[src/hdl/tlbpt_ram.sv]
// generic single write port ram with registered read
module tlbpt_ram #(
  parameter int WIDTH = 8,
  parameter int DEPTH = 256
) (
  input  logic                                  clk,
  input  logic                                  we,
  input  logic [((DEPTH > 1) ? $clog2(DEPTH) : 1)-1:0] waddr,
  input  logic [WIDTH-1:0]                      wdata,
  input  logic [((DEPTH > 1) ? $clog2(DEPTH) : 1)-1:0] raddr,
  output logic [WIDTH-1:0]                      rdata
);

  logic [WIDTH-1:0] mem [DEPTH];

  always_ff @(posedge clk) begin
    if (we) begin
      mem[waddr] <= wdata;
    end
    rdata <= mem[raddr];
  end

endmodule

[config.mk]
export PLATFORM = sky130hd
export DESIGN_NAME = tlbpt_ram
export DESIGN_NICKNAME = d
export VERILOG_FILES = /design/src/hdl/tlbpt_ram.sv
export SDC_FILE = /design/constraint.sdc
export NUM_CORES = 2
export LEC_CHECK = 0
export BUFFER_PORTS_ARGS = -buffer_cell sky130_fd_sc_hd__buf_2
export CORE_UTILIZATION = 45
export CTS_CLUSTER_DIAMETER = 150
export DETAILED_ROUTE_END_ITERATION = 6
export SLEW_MARGIN = 20
export SYNTH_ARGS = -nofsm -noshare
export SYNTH_HDL_FRONTEND = slang
export SYNTH_SLANG_ARGS = --single-unit
export TNS_END_PERCENT = 5
[constraint.sdc]
create_clock -name clk -period 3.5 [get_ports clk]
set_input_delay 0.35 -clock clk [delete_from_list [all_inputs] [get_ports clk]]
set_output_delay 0.35 -clock clk [all_outputs]
set_load 0.02 [all_outputs]
[Word level (Yosys, flattened, before mapping)]
Memories as Yosys holds them, arrays and structs flattened. A register that Yosys moved wholly into a read port is not among the register bits.
Cells that the tools add are included.
Cells by class
  multiplexer cells: 2
Operators by type and width (number)
  $mux W1: 2
Word-level totals
  register bits after elaboration: 0
  bits in writable memories: 2048
  output and inout port bits: 8
  word-level logic and storage cells: 3
  memories kept: 1
Memories
  mem: words 256, bits a word 8, rd ports 1, clocked after Yosys merged registers in 1, wr ports 1, RTL line 14  | logic [WIDTH-1:0] mem [DEPTH];

[Depth between registers and ports, before layout]
  depth after elaboration: 2
  mapped depth: 11

[Worst setup path before layout]
No wires, ideal clock.
  path kind: in2reg
  start: input raddr[0] (netlist name)
  end: register rdata[2], read port of mem
  arrival: 2.157 ns
  data required time: 3.369 ns
  slack: 1.212 ns
  stages on the path: 9
  cells stage by stage: buf_6 > buf_12 > buf_8 > buf_2 > mux4_2 > a22oi_1 > a21oi_1 > nor4_1 > nor4_2
RTL lines
  from (decl): RTL line 10  | input logic [((DEPTH > 1) ? $clog2(DEPTH) : 1)-1:0] raddr,
  to (decl): RTL line 11  | output logic [WIDTH-1:0] rdata

==> metrics.csv <==
metric,value,unit
drive_above_1_share,0.2755,
die_h,422.5,µm
drt.antenna.violating_nets,0,
vias,39815,
fin_skew,49.46,ps
end_kind,flop,
p_leak,28.70,nW
synth_area_per_cell,21.31,µm²
whs,22.53,ps
syn_inst,3733,
routedWlPerCell,30.23,µm
ys_ff_latch,2056,
path_clk_slew,60,ps
rsz0062_at_grt,false,
ys.flop_type,edfxtp_1,
synth_cell_type_count,55,
final_common_cell,edfxtp_1,
synth_warnings,0,
rows,153,
cts_tree,yes,
worstPathMaxFanout,49,
finalCritPeriodShare,0.7807,
fmax,0.3660,GHz
slew-limit-headroom,0.1734,
fin_cells,6631,
multiInputGateArea,16490,µm²
grt_overflow,0,
grt_pass1_vias,39992,
drt_pass1_iterations,5,
postCtsSetupBuffers,0,
power-per-cell-area,555.7,nW/µm²
core-area,174800,µm²
async_flop_share,0,
insertion_delay,830,ps
required,4210,ps
drv_slew,0,
yosys.area.top_type,edfxtp_1,
clockBufferDepth,3,
grt_pass1_wl,288900,µm
port_buffers,33,
die_x,422.5,µm
grt_start_max_net_pins,156,
tns,0,ps
hp-class,in -> reg,
syn_area,79560,µm²
cts_max_level,4,
startpoint_type,input pin,
route.detailed.drc,0,
peakVddDrop,0.0005152,V
finalWeightedCongestion,0.8761,
regArea,61660,µm²
clock_sinks,2056,
cts.root.buffer_cell,clkbuf_16,
final_cell_mix,"edfxtp_1 (2048), mux4_2 (454), buf_4 (381)",
pin_count,34,
seq_area_frac_synth,0.7750,
worstMarginPinSlew,1240,ps
cts_buffers,200,
cap_violations,0,
cts_hold_buffers,0,
syn_nets,3759,
netlist_top_cells_area,"edfxtp_1 (77%), mux4_2 (13%), mux2i_1 (1.7%)",
finalSetupViolations,0,
wl,200500,µm
synth_enable_flop_cells,2048,
synth_top_area_frac,0.7730,
status,"complete, no violations",
path_class,in -> reg,
cts.repair.resized,0,
antenna_found_initial,13,
crit_arrival,3440,ps
initial_core_util,0.4552,
die-area,178500,µm²
grt_usage,0.2249,
drt_iter0_drc,4455,
dp.cells,6264,
fin_crit,2733,ps
dp_hpwl,127600,µm
final_nets,4169,
area_growth_syn_to_layout,14.41,%
vias_per_cell,6.004,
fillers,13589,
hold_violations,0,
## layer usage
metal	share of wire	global-route usage
met3	0.074	0.03769
met4	0.025	0.06449
met2	0.48	0.3586
met5	0	0
met1	0.42	0.3208
## registers in the layout, summed over array words and instances, names as in the netlist
name,flops
mem,2048
rdata,8
## area by class of cell
| cell class | count | area share |
|---|---|---|
| sequential | 2056 | 0.6774 |
| multi-input combinational | 1442 | 0.1812 |
| clock buffer | 246 | 0.05712 |
| timing repair buffer | 441 | 0.04058 |
| tap | 2325 | 0.03196 |
| clock inverter | 114 | 0.01146 |
| antenna | 5 | 0.0001375 |
| inverter | 2 | 0.00008248 |
## where the power goes
part / internal, mW / total (mW) / switching, mW
registers: 27.1 / 27.2 / 0.0468
clock network: 11.6 / 20.8 / 9.14
logic: 0.928 / 2.60 / 1.67
total: 39.7 / 50.6 / 10.9
## cell usage after synthesis (all sizes together), types with 2 or more instances
| master | instances |
|---|---|
| a2111oi | 5 |
| a211oi | 16 |
| a21oi | 96 |
| a221oi | 14 |
| a22o | 8 |
| a22oi | 133 |
| a311oi | 2 |
| a31oi | 2 |
| and2 | 6 |
| and3b | 2 |
| buf | 122 |
| clkbuf | 111 |
| dfxtp | 8 |
| edfxtp | 2048 |
| mux2i | 134 |
| mux4 | 456 |
| nand2 | 33 |
| nand2b | 8 |
| nand3 | 34 |
| nand3b | 2 |
| nand4 | 10 |
| nor2 | 282 |
| nor2b | 31 |
| nor3 | 22 |
| nor4 | 27 |
| o211ai | 10 |
| o21ai | 12 |
| o221ai | 47 |
| o22a | 5 |
| o22ai | 28 |
| o32ai | 5 |
| or2 | 4 |
## per-stage QoR
step,setup WS (ps),utilization,total power [mW],area (µm²)
2_1_floorplan,1212,-,29.02,79560
3_3_place_gp,21.63,0.4848,30.30,84730
3_5_place_dp,35.61,0.4848,30.32,84730
4_1_cts,817.8,0.5205,50.87,90970
5_1_grt,589.8,0.5207,51.84,91010
6_report,767.4,0.5208,50.57,91020
## cell families (layout without fill, tap and decap cells)
logic type,after synthesis,after routing,share of synthesized area
other cells,0,5,0
mux,591,591,0.1462
flops,2056,2056,0.7750
simple gates,466,466,0.02628
buf+inv,235,803,0.01831
compound gates,385,385,0.03419
## worst max-delay path: stages
cell	delay, ps
buf_8	260
buf_12	340
buf_4	350
mux4_2	330
a22oi_1	330
a21oi_1	240
nor4_1	820
buf_4	240
nor4_2	40
## final timing paths
path	startpoint	to	slack, ps	cells after the start
worst max-delay path	raddr[1]	rdata[2]	770	9
worst min-delay path	wdata[0]	mem[56][0]	20	1
worst max register to register	mem[51][2]	rdata[2]	860	6
worst min register to register	mem[32][5]	rdata[5]	1140	7
Note: power is estimated with default switching activity, not from simulation.
