`config.mk`:
```
export PLATFORM = sky130hd
export DESIGN_NAME = tlbpt_tlb
export DESIGN_NICKNAME = d
export VERILOG_FILES = /design/src/hdl/tlbpt_pkg.sv /design/src/hdl/tlbpt_tlb.sv
export SDC_FILE = /design/constraint.sdc
export NUM_CORES = 1
export LEC_CHECK = 0
export ABC_AREA = 1
export BUFFER_PORTS_ARGS = -buffer_cell sky130_fd_sc_hd__buf_2
export CAP_MARGIN = 20
export CORE_UTILIZATION = 25
export CTS_CLUSTER_SIZE = 14
export DETAILED_ROUTE_END_ITERATION = 6
export PLACE_DENSITY = 0.46
export SETUP_SLACK_MARGIN = 0.3
export SYNTH_ARGS = -nofsm -noshare
export SYNTH_HDL_FRONTEND = slang
export SYNTH_SLANG_ARGS = --single-unit
export TNS_END_PERCENT = 1
```
`constraint.sdc`:
```
create_clock -name clk -period 1.8 [get_ports clk]
set_input_delay 0.09 -clock clk [delete_from_list [all_inputs] [get_ports clk]]
set_output_delay 0.09 -clock clk [all_outputs]
set_load 0.01 [all_outputs]
```
`src/hdl/tlbpt_pkg.sv`:
```
// shared types, constants and table builders for the tlb page table translator
package tlbpt_pkg;

  localparam int ADDR_W      = 16;
  localparam int PAGE_NUM_W  = 8;
  localparam int OFFSET_W    = 8;
  localparam int FRAME_NUM_W = 8;
  localparam int CFG_W       = 9;
  localparam int CNT_W       = 16;

  localparam int PAGES_DEF       = 256;
  localparam int TLB_ENTRIES_DEF = 16;
  localparam int FRAMES_DEF      = 256;

  localparam logic [CFG_W-1:0] FRAMES_RESET = 9'd256;
  localparam logic [CNT_W-1:0] CNT_MAX      = 16'hFFFF;

  typedef enum logic [1:0] {
    ST_IDLE,
    ST_LOOK,
    ST_WALK,
    ST_FIN
  } xlat_state_t;

  // update strobes from the sequencer to the tlb
  typedef struct packed {
    logic                   inval_en;
    logic [FRAME_NUM_W-1:0] inval_frame;
    logic                   write_en;
    logic [PAGE_NUM_W-1:0]  write_page;
    logic [FRAME_NUM_W-1:0] write_frame;
  } tlb_upd_t;

  // page number reduced modulo the page count, built by counting
  function automatic logic [255:0][PAGE_NUM_W-1:0] page_mod_table(input int unsigned pages);
    logic [255:0][PAGE_NUM_W-1:0] tbl;
    int unsigned                  r;
    r = 0;
    for (int i = 0; i < 256; i++) begin
      tbl[i] = r[PAGE_NUM_W-1:0];
      if (r + 1 == pages) begin
        r = 0;
      end else begin
        r = r + 1;
      end
    end
    return tbl;
  endfunction

endpackage

```
`src/hdl/tlbpt_tlb.sv`:
```
// fifo-replaced tlb with parallel lookup and first-match invalidation
module tlbpt_tlb #(
  parameter int TLB_ENTRIES = tlbpt_pkg::TLB_ENTRIES_DEF
) (
  input  logic                                 clk,
  input  logic                                 rst,
  input  logic [tlbpt_pkg::PAGE_NUM_W-1:0]     lookup_page,
  input  tlbpt_pkg::tlb_upd_t                  upd,
  output logic                                 hit,
  output logic [tlbpt_pkg::FRAME_NUM_W-1:0]    hit_frame
);

  localparam int TLB_W = (TLB_ENTRIES > 1) ? $clog2(TLB_ENTRIES) : 1;
  localparam logic [TLB_W-1:0] HEAD_LAST = TLB_W'(TLB_ENTRIES - 1);

  logic [tlbpt_pkg::PAGE_NUM_W-1:0]  tlb_page  [TLB_ENTRIES];
  logic [tlbpt_pkg::FRAME_NUM_W-1:0] tlb_frame [TLB_ENTRIES];
  logic [TLB_ENTRIES-1:0]            entry_valid;
  logic [TLB_ENTRIES-1:0]            entry_valid_next;
  logic [TLB_ENTRIES-1:0]            inval_sel;
  logic [TLB_W-1:0]                  head;

  // lowest matching entry wins, for lookup and for invalidation alike
  always_comb begin
    hit       = 1'b0;
    hit_frame = '0;
    inval_sel = '0;
    for (int i = TLB_ENTRIES - 1; i >= 0; i--) begin
      if (entry_valid[i] && (tlb_page[i] == lookup_page)) begin
        hit       = 1'b1;
        hit_frame = tlb_frame[i];
      end
      if (entry_valid[i] && (tlb_frame[i] == upd.inval_frame)) begin
        inval_sel    = '0;
        inval_sel[i] = 1'b1;
      end
    end
  end

  // invalidation first, then the new entry at the head
  always_comb begin
    entry_valid_next = entry_valid;
    if (upd.inval_en) begin
      entry_valid_next = entry_valid_next & ~inval_sel;
    end
    if (upd.write_en) begin
      entry_valid_next[head] = 1'b1;
    end
  end

  always_ff @(posedge clk) begin
    if (rst) begin
      entry_valid <= '0;
      head        <= '0;
    end else begin
      entry_valid <= entry_valid_next;
      if (upd.write_en) begin
        head <= (head == HEAD_LAST) ? '0 : head + TLB_W'(1);
      end
    end
  end

  always_ff @(posedge clk) begin
    if (upd.write_en) begin
      tlb_page[head]  <= upd.write_page;
      tlb_frame[head] <= upd.write_frame;
    end
  end

endmodule

```
* Yosys cells after proc, flatten, opt, wreduce, memory -nomap -nowiden
Memories as Yosys holds them, arrays and structs flattened.
Cells that the tools add are included.
** Word-level totals
- Bits in writable memories :: 256
- Output and inout bits :: 9
- Input bits :: 36
- Bits in registers :: 20
- Memories kept :: 2
- Logic and storage cells :: 131
** Cells by class
- $lt $le $gt $ge :: 2
- Add/subtract/negate cells :: 1
- Reduce and logical (&&, ||, !) cells :: 33
- Equality and inequality tests :: 33
- Bitwise gates (word level) :: 3
- Multiplexer cells :: 55
** Memory list
- tlb_frame :: words 16, width 8, read ports 16, clocked after memory_dff 0, write ports 1, RTL line tlbpt_tlb.sv:17 : logic [tlbpt_pkg::FRAME_NUM_W-1:0] tlb_frame [TLB_ENTRIES];
- tlb_page :: words 16, width 8, read ports 16, clocked after memory_dff 0, write ports 1, RTL line tlbpt_tlb.sv:16 : logic [tlbpt_pkg::PAGE_NUM_W-1:0] tlb_page [TLB_ENTRIES];
** Operator list (count)
- 16-bit two-way mux :: 18
- 8-bit == test :: 32
- 8-bit two-way mux :: 16
- 1-bit logical AND :: 33
- 1-bit two-way mux :: 19
- 16-bit bitwise AND :: 1
- 16-bit NOT :: 1
- 16-bit OR :: 1
- 4-bit by 5-bit less-than comparator with 1-bit output (second input constant) :: 1
- 4-bit by 1-bit adder with 4-bit output (second input constant) :: 1
- 1-bit demux with 4-bit select :: 1
- 4-bit == test (second input constant) :: 1
- 4-bit by 1-bit >= comparator with 1-bit output (second input constant) :: 1
- 4-bit two-way mux :: 1

* Depth between registers and ports, before layout
- Depth in word-level cells :: 23
- Mapped depth :: 26
- Depth with buffers taken out :: 25

* Least setup slack after synthesis
No wires, ideal clock.
- Path type :: flip-flop to flip-flop
- Start point :: reg head[0]
- End point :: mem tlb_frame[15][0] (netlist bit) (enable)
- Required time :: 1409 ps
- Period minus slack after synthesis :: 1840 ps
- Stages on the path, launching flop included :: 4
- Data arrival time :: 1449 ps
- Path slack :: -40 ps
- Buffers on the path :: 0
- Library setup time :: 391 ps
- Path through :: dfxtp_1 ha_1 nand2_1 nor2_1
** RTL lines
- start: declaration :: RTL line tlbpt_tlb.sv:21 : logic [TLB_W-1:0] head;
- start signal: assignment :: RTL line tlbpt_tlb.sv:58 : head <= (head == HEAD_LAST) ? '0 : head + TLB_W'(1);
- end: declaration :: RTL line tlbpt_tlb.sv:17
Straight into the memory's write port.

==> flow_results.org <==
** Final layout
- The sequential cells in the finished layout cover a total of 8090 µm².
- Measured on the finished design, the core utilization comes to between 30% and 40%.
- At the end of the flow, the number of nets in the layout was 1710.
- Area used by multi-input combinational logic :: 4960 µm²
- Layout fillers :: 5406
- Final std cell area, no fill :: between 15000 and 20000 µm²
- In the final layout, the share of cells above drive strength 1 is 29.7%.
- Finished Layout Cells :: 2389
- Compared with the post-synthesis result, the final layout area differs by 35.5%.
- 0 antenna diodes ended up in the layout.

** Floorplan
- Count of standard-cell rows :: 85
- Effective utilization at floorplan :: 25.5%
- Die width :: 237 µm
- Y dimension of the die :: 237 µm
- Top Ports :: 45
- Core Area :: 54100 µm²
- DIE AREA :: around 56000 µm²

** Clock network
- Counting every sink on the clock net gives between 200 and 300.
- Count of H-tree levels built during CTS :: 2
- Clock latency on the worst-skew pair, taken at its later pin, is 540 ps.
- Clock tree synthesis selected as its root buffer the cell sky130_fd_sc_hd__clkbuf_16.
- Clock tree synthesis inserted a total of 35 buffers.
- TritonCTS built the clock tree.
- Clock tree buffer depth :: 3
- Once the clock tree was built, the setup fixing pass inserted 0 buffers.
- Reg clk slew, reported paths :: 60 ps

** Route
- After detailed routing, the number of vias per cell comes to 4.62.
- The first detailed-routing pass ran for 5 iterations.
- For this block, the via count after detailed routing is 11000.
- The detail route stage leaves a number of antenna-violating nets equal to 0.
- Starting DRT DRC Count :: 766
- Detail-routed net length per standard cell :: ~18 µm
- Post-Route WL :: 44100 µm
- For this run, design rule violations remaining after detail routing come to 0.

** Run status
- Failing checks :: negative setup slack
- The flow ran to the end, but the final reports show violations.

** Logic synthesis
- Yosys printed 0 warnings.
- In this run, distinct cell masters in the synthesized netlist total between 60 and 70.
- Leading cell types by count after synthesis :: sky130_fd_sc_hd__edfxtp_1 (256), sky130_fd_sc_hd__nand2_1 (224), sky130_fd_sc_hd__inv_1 (175)
- Average footprint of a synthesized cell :: 10.1 µm²
- Post-synthesis cell area :: 13800 µm²
- Sequential-to-total area share from yosys stat :: 58.7%
- The largest total area in the synthesized netlist belongs to sky130_fd_sc_hd__edfxtp_1.
- Among all flip-flop cells after synthesis, the most frequent one is sky130_fd_sc_hd__edfxtp_1.
- Asr flop ratio synth :: 0%
- Counting flops and latches in the post-synthesis netlist gives 276.
- Count leader, synth :: sky130_fd_sc_hd__edfxtp_1
- Net count of the mapped netlist :: 1399
- Synthesis produced a netlist whose cell count is 1359.
- Yosys mapped a number of flops with a built-in enable equal to 256.
- Ranking of synthesized cells by area :: sky130_fd_sc_hd__edfxtp_1 (56%), sky130_fd_sc_hd__nand2_1 (6.1%), sky130_fd_sc_hd__inv_1 (4.8%)
- Portion of synthesized cell area occupied by the leading cell type :: between 50 and 60%

** Global route
- Number of antenna violations at the first check in global routing :: 1
- Global-route wire length before repair :: approximately 67000 µm
- Largest net degree at the start of global routing :: 21
- Number of global-route vias before repair :: about 11000
- Remaining global-route overflow :: 0
- Aggregate global-route resource usage :: 15.9%

** Critical path
- On the worst path, the slowest cell contributes a delay of ~400 ps.
- CP Cell Sequence :: inv_2 > nand2_2 > nand2_2 > inv_2 > nand2_2 > nor2_4 > nand3_4 > buf_12 > o21ai_2 > nand2_1 > o211ai_2 > o211ai_1 > nand2_1 > nand2_1 > nand2_1 > nand2_1 > nand2_1 > nand2_1 > a21oi_2 > buf_2
- The worst setup path is captured at an output port.
- Critical setup path kind :: flop to output port
- Startpoint type of the worst setup path :: flop
- Cell with the biggest individual delay on the critical path :: sky130_fd_sc_hd__edfxtp_1
- By instance count, the cell type seen most on the critical path is sky130_fd_sc_hd__nand2_1.
- Largest fanout on the critical path :: 7
- Critical path data arrival time :: 2830 ps
- Endpoint required time on the critical path :: 1710 ps

** Place
- Post-detail-place hpwl :: 33200 µm
- # port buffers :: between 40 and 50
- In this run, placement finished with an instance count of 2314.
- OpenSTA, run right after detailed placement, puts the worst setup slack at -644 ps.
- Total placed instance area :: 17000 µm²
- Final RePlAce weighted congestion :: 0.892

** Min path
- Min-Delay Path Class :: input pin to flop

** Pwr
- Ratio of total power to cell area :: just over 800 nW/µm²
- The clock network is responsible for 46.4% of the overall power.
- Total power :: 15.4 mW
- LEAKAGE :: 7.36 nW
- Net switching power figure :: 3.45 mW
- Combinational power share :: between 7 and 8%
- Fraction of power spent switching nets :: 22.3%
- The internal portion of the total power is 12.0 mW.
- Sequential cells account for between 40 and 50% of the total power.
- VDD sags by at most around 0.46 mV.

** STA
- In the final timing run, aggregate negative setup slack is -11280 ps.
- Fmax :: 342 MHz
- The count of endpoints failing hold in the final timing report is 0.
- Worst slew margin relative to its limit :: ~66%
- On the final layout, the worst hold slack is slightly above 6 ps.
- Final period util :: 162%
- Across all setup checks in the final design, the least slack found is -1120 ps.
- Final clock skew :: between 15 and 20 ps
- Setup repair after global routing could not meet its margin everywhere.
- Transition time at the pin with the least slew margin :: a little over 500 ps
- Slew Limit Fails :: 0
- Setup violations remaining at the end of the flow were counted as 22.
- The worst path in the final design needs a cycle of around 2900 ps, including I/O delays and setup.

** Run
- Max-cap violations in this run came to 0.
-- worst paths after layout --
kind                          from              end  slack [ps]  depth (start not counted)
setup / recovery   tlb_page[14][0]     hit_frame[0]       -1120                         20
setup reg to reg  tlb_frame[15][6]  entry_valid[15]        -240                          8
hold reg to reg            head[0]          head[0]         470                          1
hold / removal             upd[15]  tlb_page[10][7]           6                          1
-- power by group through the flow --
stage	clock, mW	combinational (mW)	sequential [mW]
finish	7.16	1.16	7.13
global route	7.57	1.26	7.13
CTS	7.34	1.16	7.13
detailed placement	0	1.10	7.26
global placement	0	1.10	7.26
floorplan	0	0.488	7.25
-- worst max-delay path: cells and delay by family (launching register included) --
family,cells,cell delay (ps)
and+or+nand+nor,12,1030
buffers and inverters,4,450
AOI/OAI and AO/OA,4,430
DFF,1,390
-- flip-flops by register name, indices dropped and copies added (netlist names) --
signal       cells
head             4
tlb_page       128
tlb_frame      128
entry_valid     16
-- cell families (layout without fill, tap and decap cells) --
logic type | Yosys count | count (layout) | share of synthesized area [%]
AOI/OAI and AO/OA | 263 | 263 | 12.7
and+or+nand+nor | 490 | 490 | 15.6
xor gates and xnor gates | 77 | 77 | 4.90
buffers and inverters | 248 | 582 | 7.70
muxes | 1 | 1 | 0.0727
DFF | 276 | 276 | 58.7
adders and majority gates | 4 | 4 | 0.363
-- cell usage in the layout, fill, tap and decap left out, types with 5 or more instances in the layout --
master,netlist,final
sky130_fd_sc_hd__buf_12,0,34
sky130_fd_sc_hd__clkbuf_1,6,10
sky130_fd_sc_hd__nand4_1,24,24
sky130_fd_sc_hd__dfxtp_1,20,18
sky130_fd_sc_hd__nor2_1,132,109
sky130_fd_sc_hd__nor2_4,0,8
sky130_fd_sc_hd__o21ai_1,10,10
sky130_fd_sc_hd__o2111ai_1,18,16
sky130_fd_sc_hd__inv_1,175,167
sky130_fd_sc_hd__edfxtp_1,256,256
sky130_fd_sc_hd__nand2_1,224,208
sky130_fd_sc_hd__nand2_2,4,18
sky130_fd_sc_hd__clkbuf_16,0,37
sky130_fd_sc_hd__a21oi_2,4,9
sky130_fd_sc_hd__xnor2_1,40,37
sky130_fd_sc_hd__buf_2,30,44
sky130_fd_sc_hd__nor4_1,14,11
sky130_fd_sc_hd__o21ai_0,47,45
sky130_fd_sc_hd__nor3_1,25,23
sky130_fd_sc_hd__nand3_1,29,25
sky130_fd_sc_hd__xor2_1,37,37
sky130_fd_sc_hd__inv_2,19,25
sky130_fd_sc_hd__nor2_2,11,26
sky130_fd_sc_hd__a21oi_1,64,59
sky130_fd_sc_hd__a221oi_1,31,29
sky130_fd_sc_hd__dlygate4sd3_1,0,14
sky130_fd_sc_hd__a211oi_1,8,7
sky130_fd_sc_hd__o211ai_1,11,11
sky130_fd_sc_hd__or2_2,8,7
sky130_fd_sc_hd__buf_6,9,5
sky130_fd_sc_hd__o221ai_1,5,5
sky130_fd_sc_hd__buf_4,5,227
sky130_fd_sc_hd__o22ai_1,40,39
-- area by class of cell --
cell class | count | area share, %
inverters | 197 | 4.07
well taps | 696 | 4.66
repair buffers | 325 | 15.2
flip-flops and latches | 276 | 43.3
multi-input cells | 835 | 26.6
clock inverters | 10 | 0.784
clock buffers | 50 | 5.38
-- timing repair --
item,CTS,global route
endpoints found under the hold margin,146,0
pin swaps,19,22
setup endpoints to repair,108,204
gates cloned,1,0
hold buffers,14,0
resized for setup,51,49
-- layer usage --
metal  up-vias  GRT usage [%]  routed length (µm)
li1       5365              -                   -
met1      5386           22.1               20900
met2       237           26.2               20700
met3        48           2.03                1760
met4         2           3.78                 688
met5         -              0                  13
Note: power is estimated with default switching activity, not from simulation.
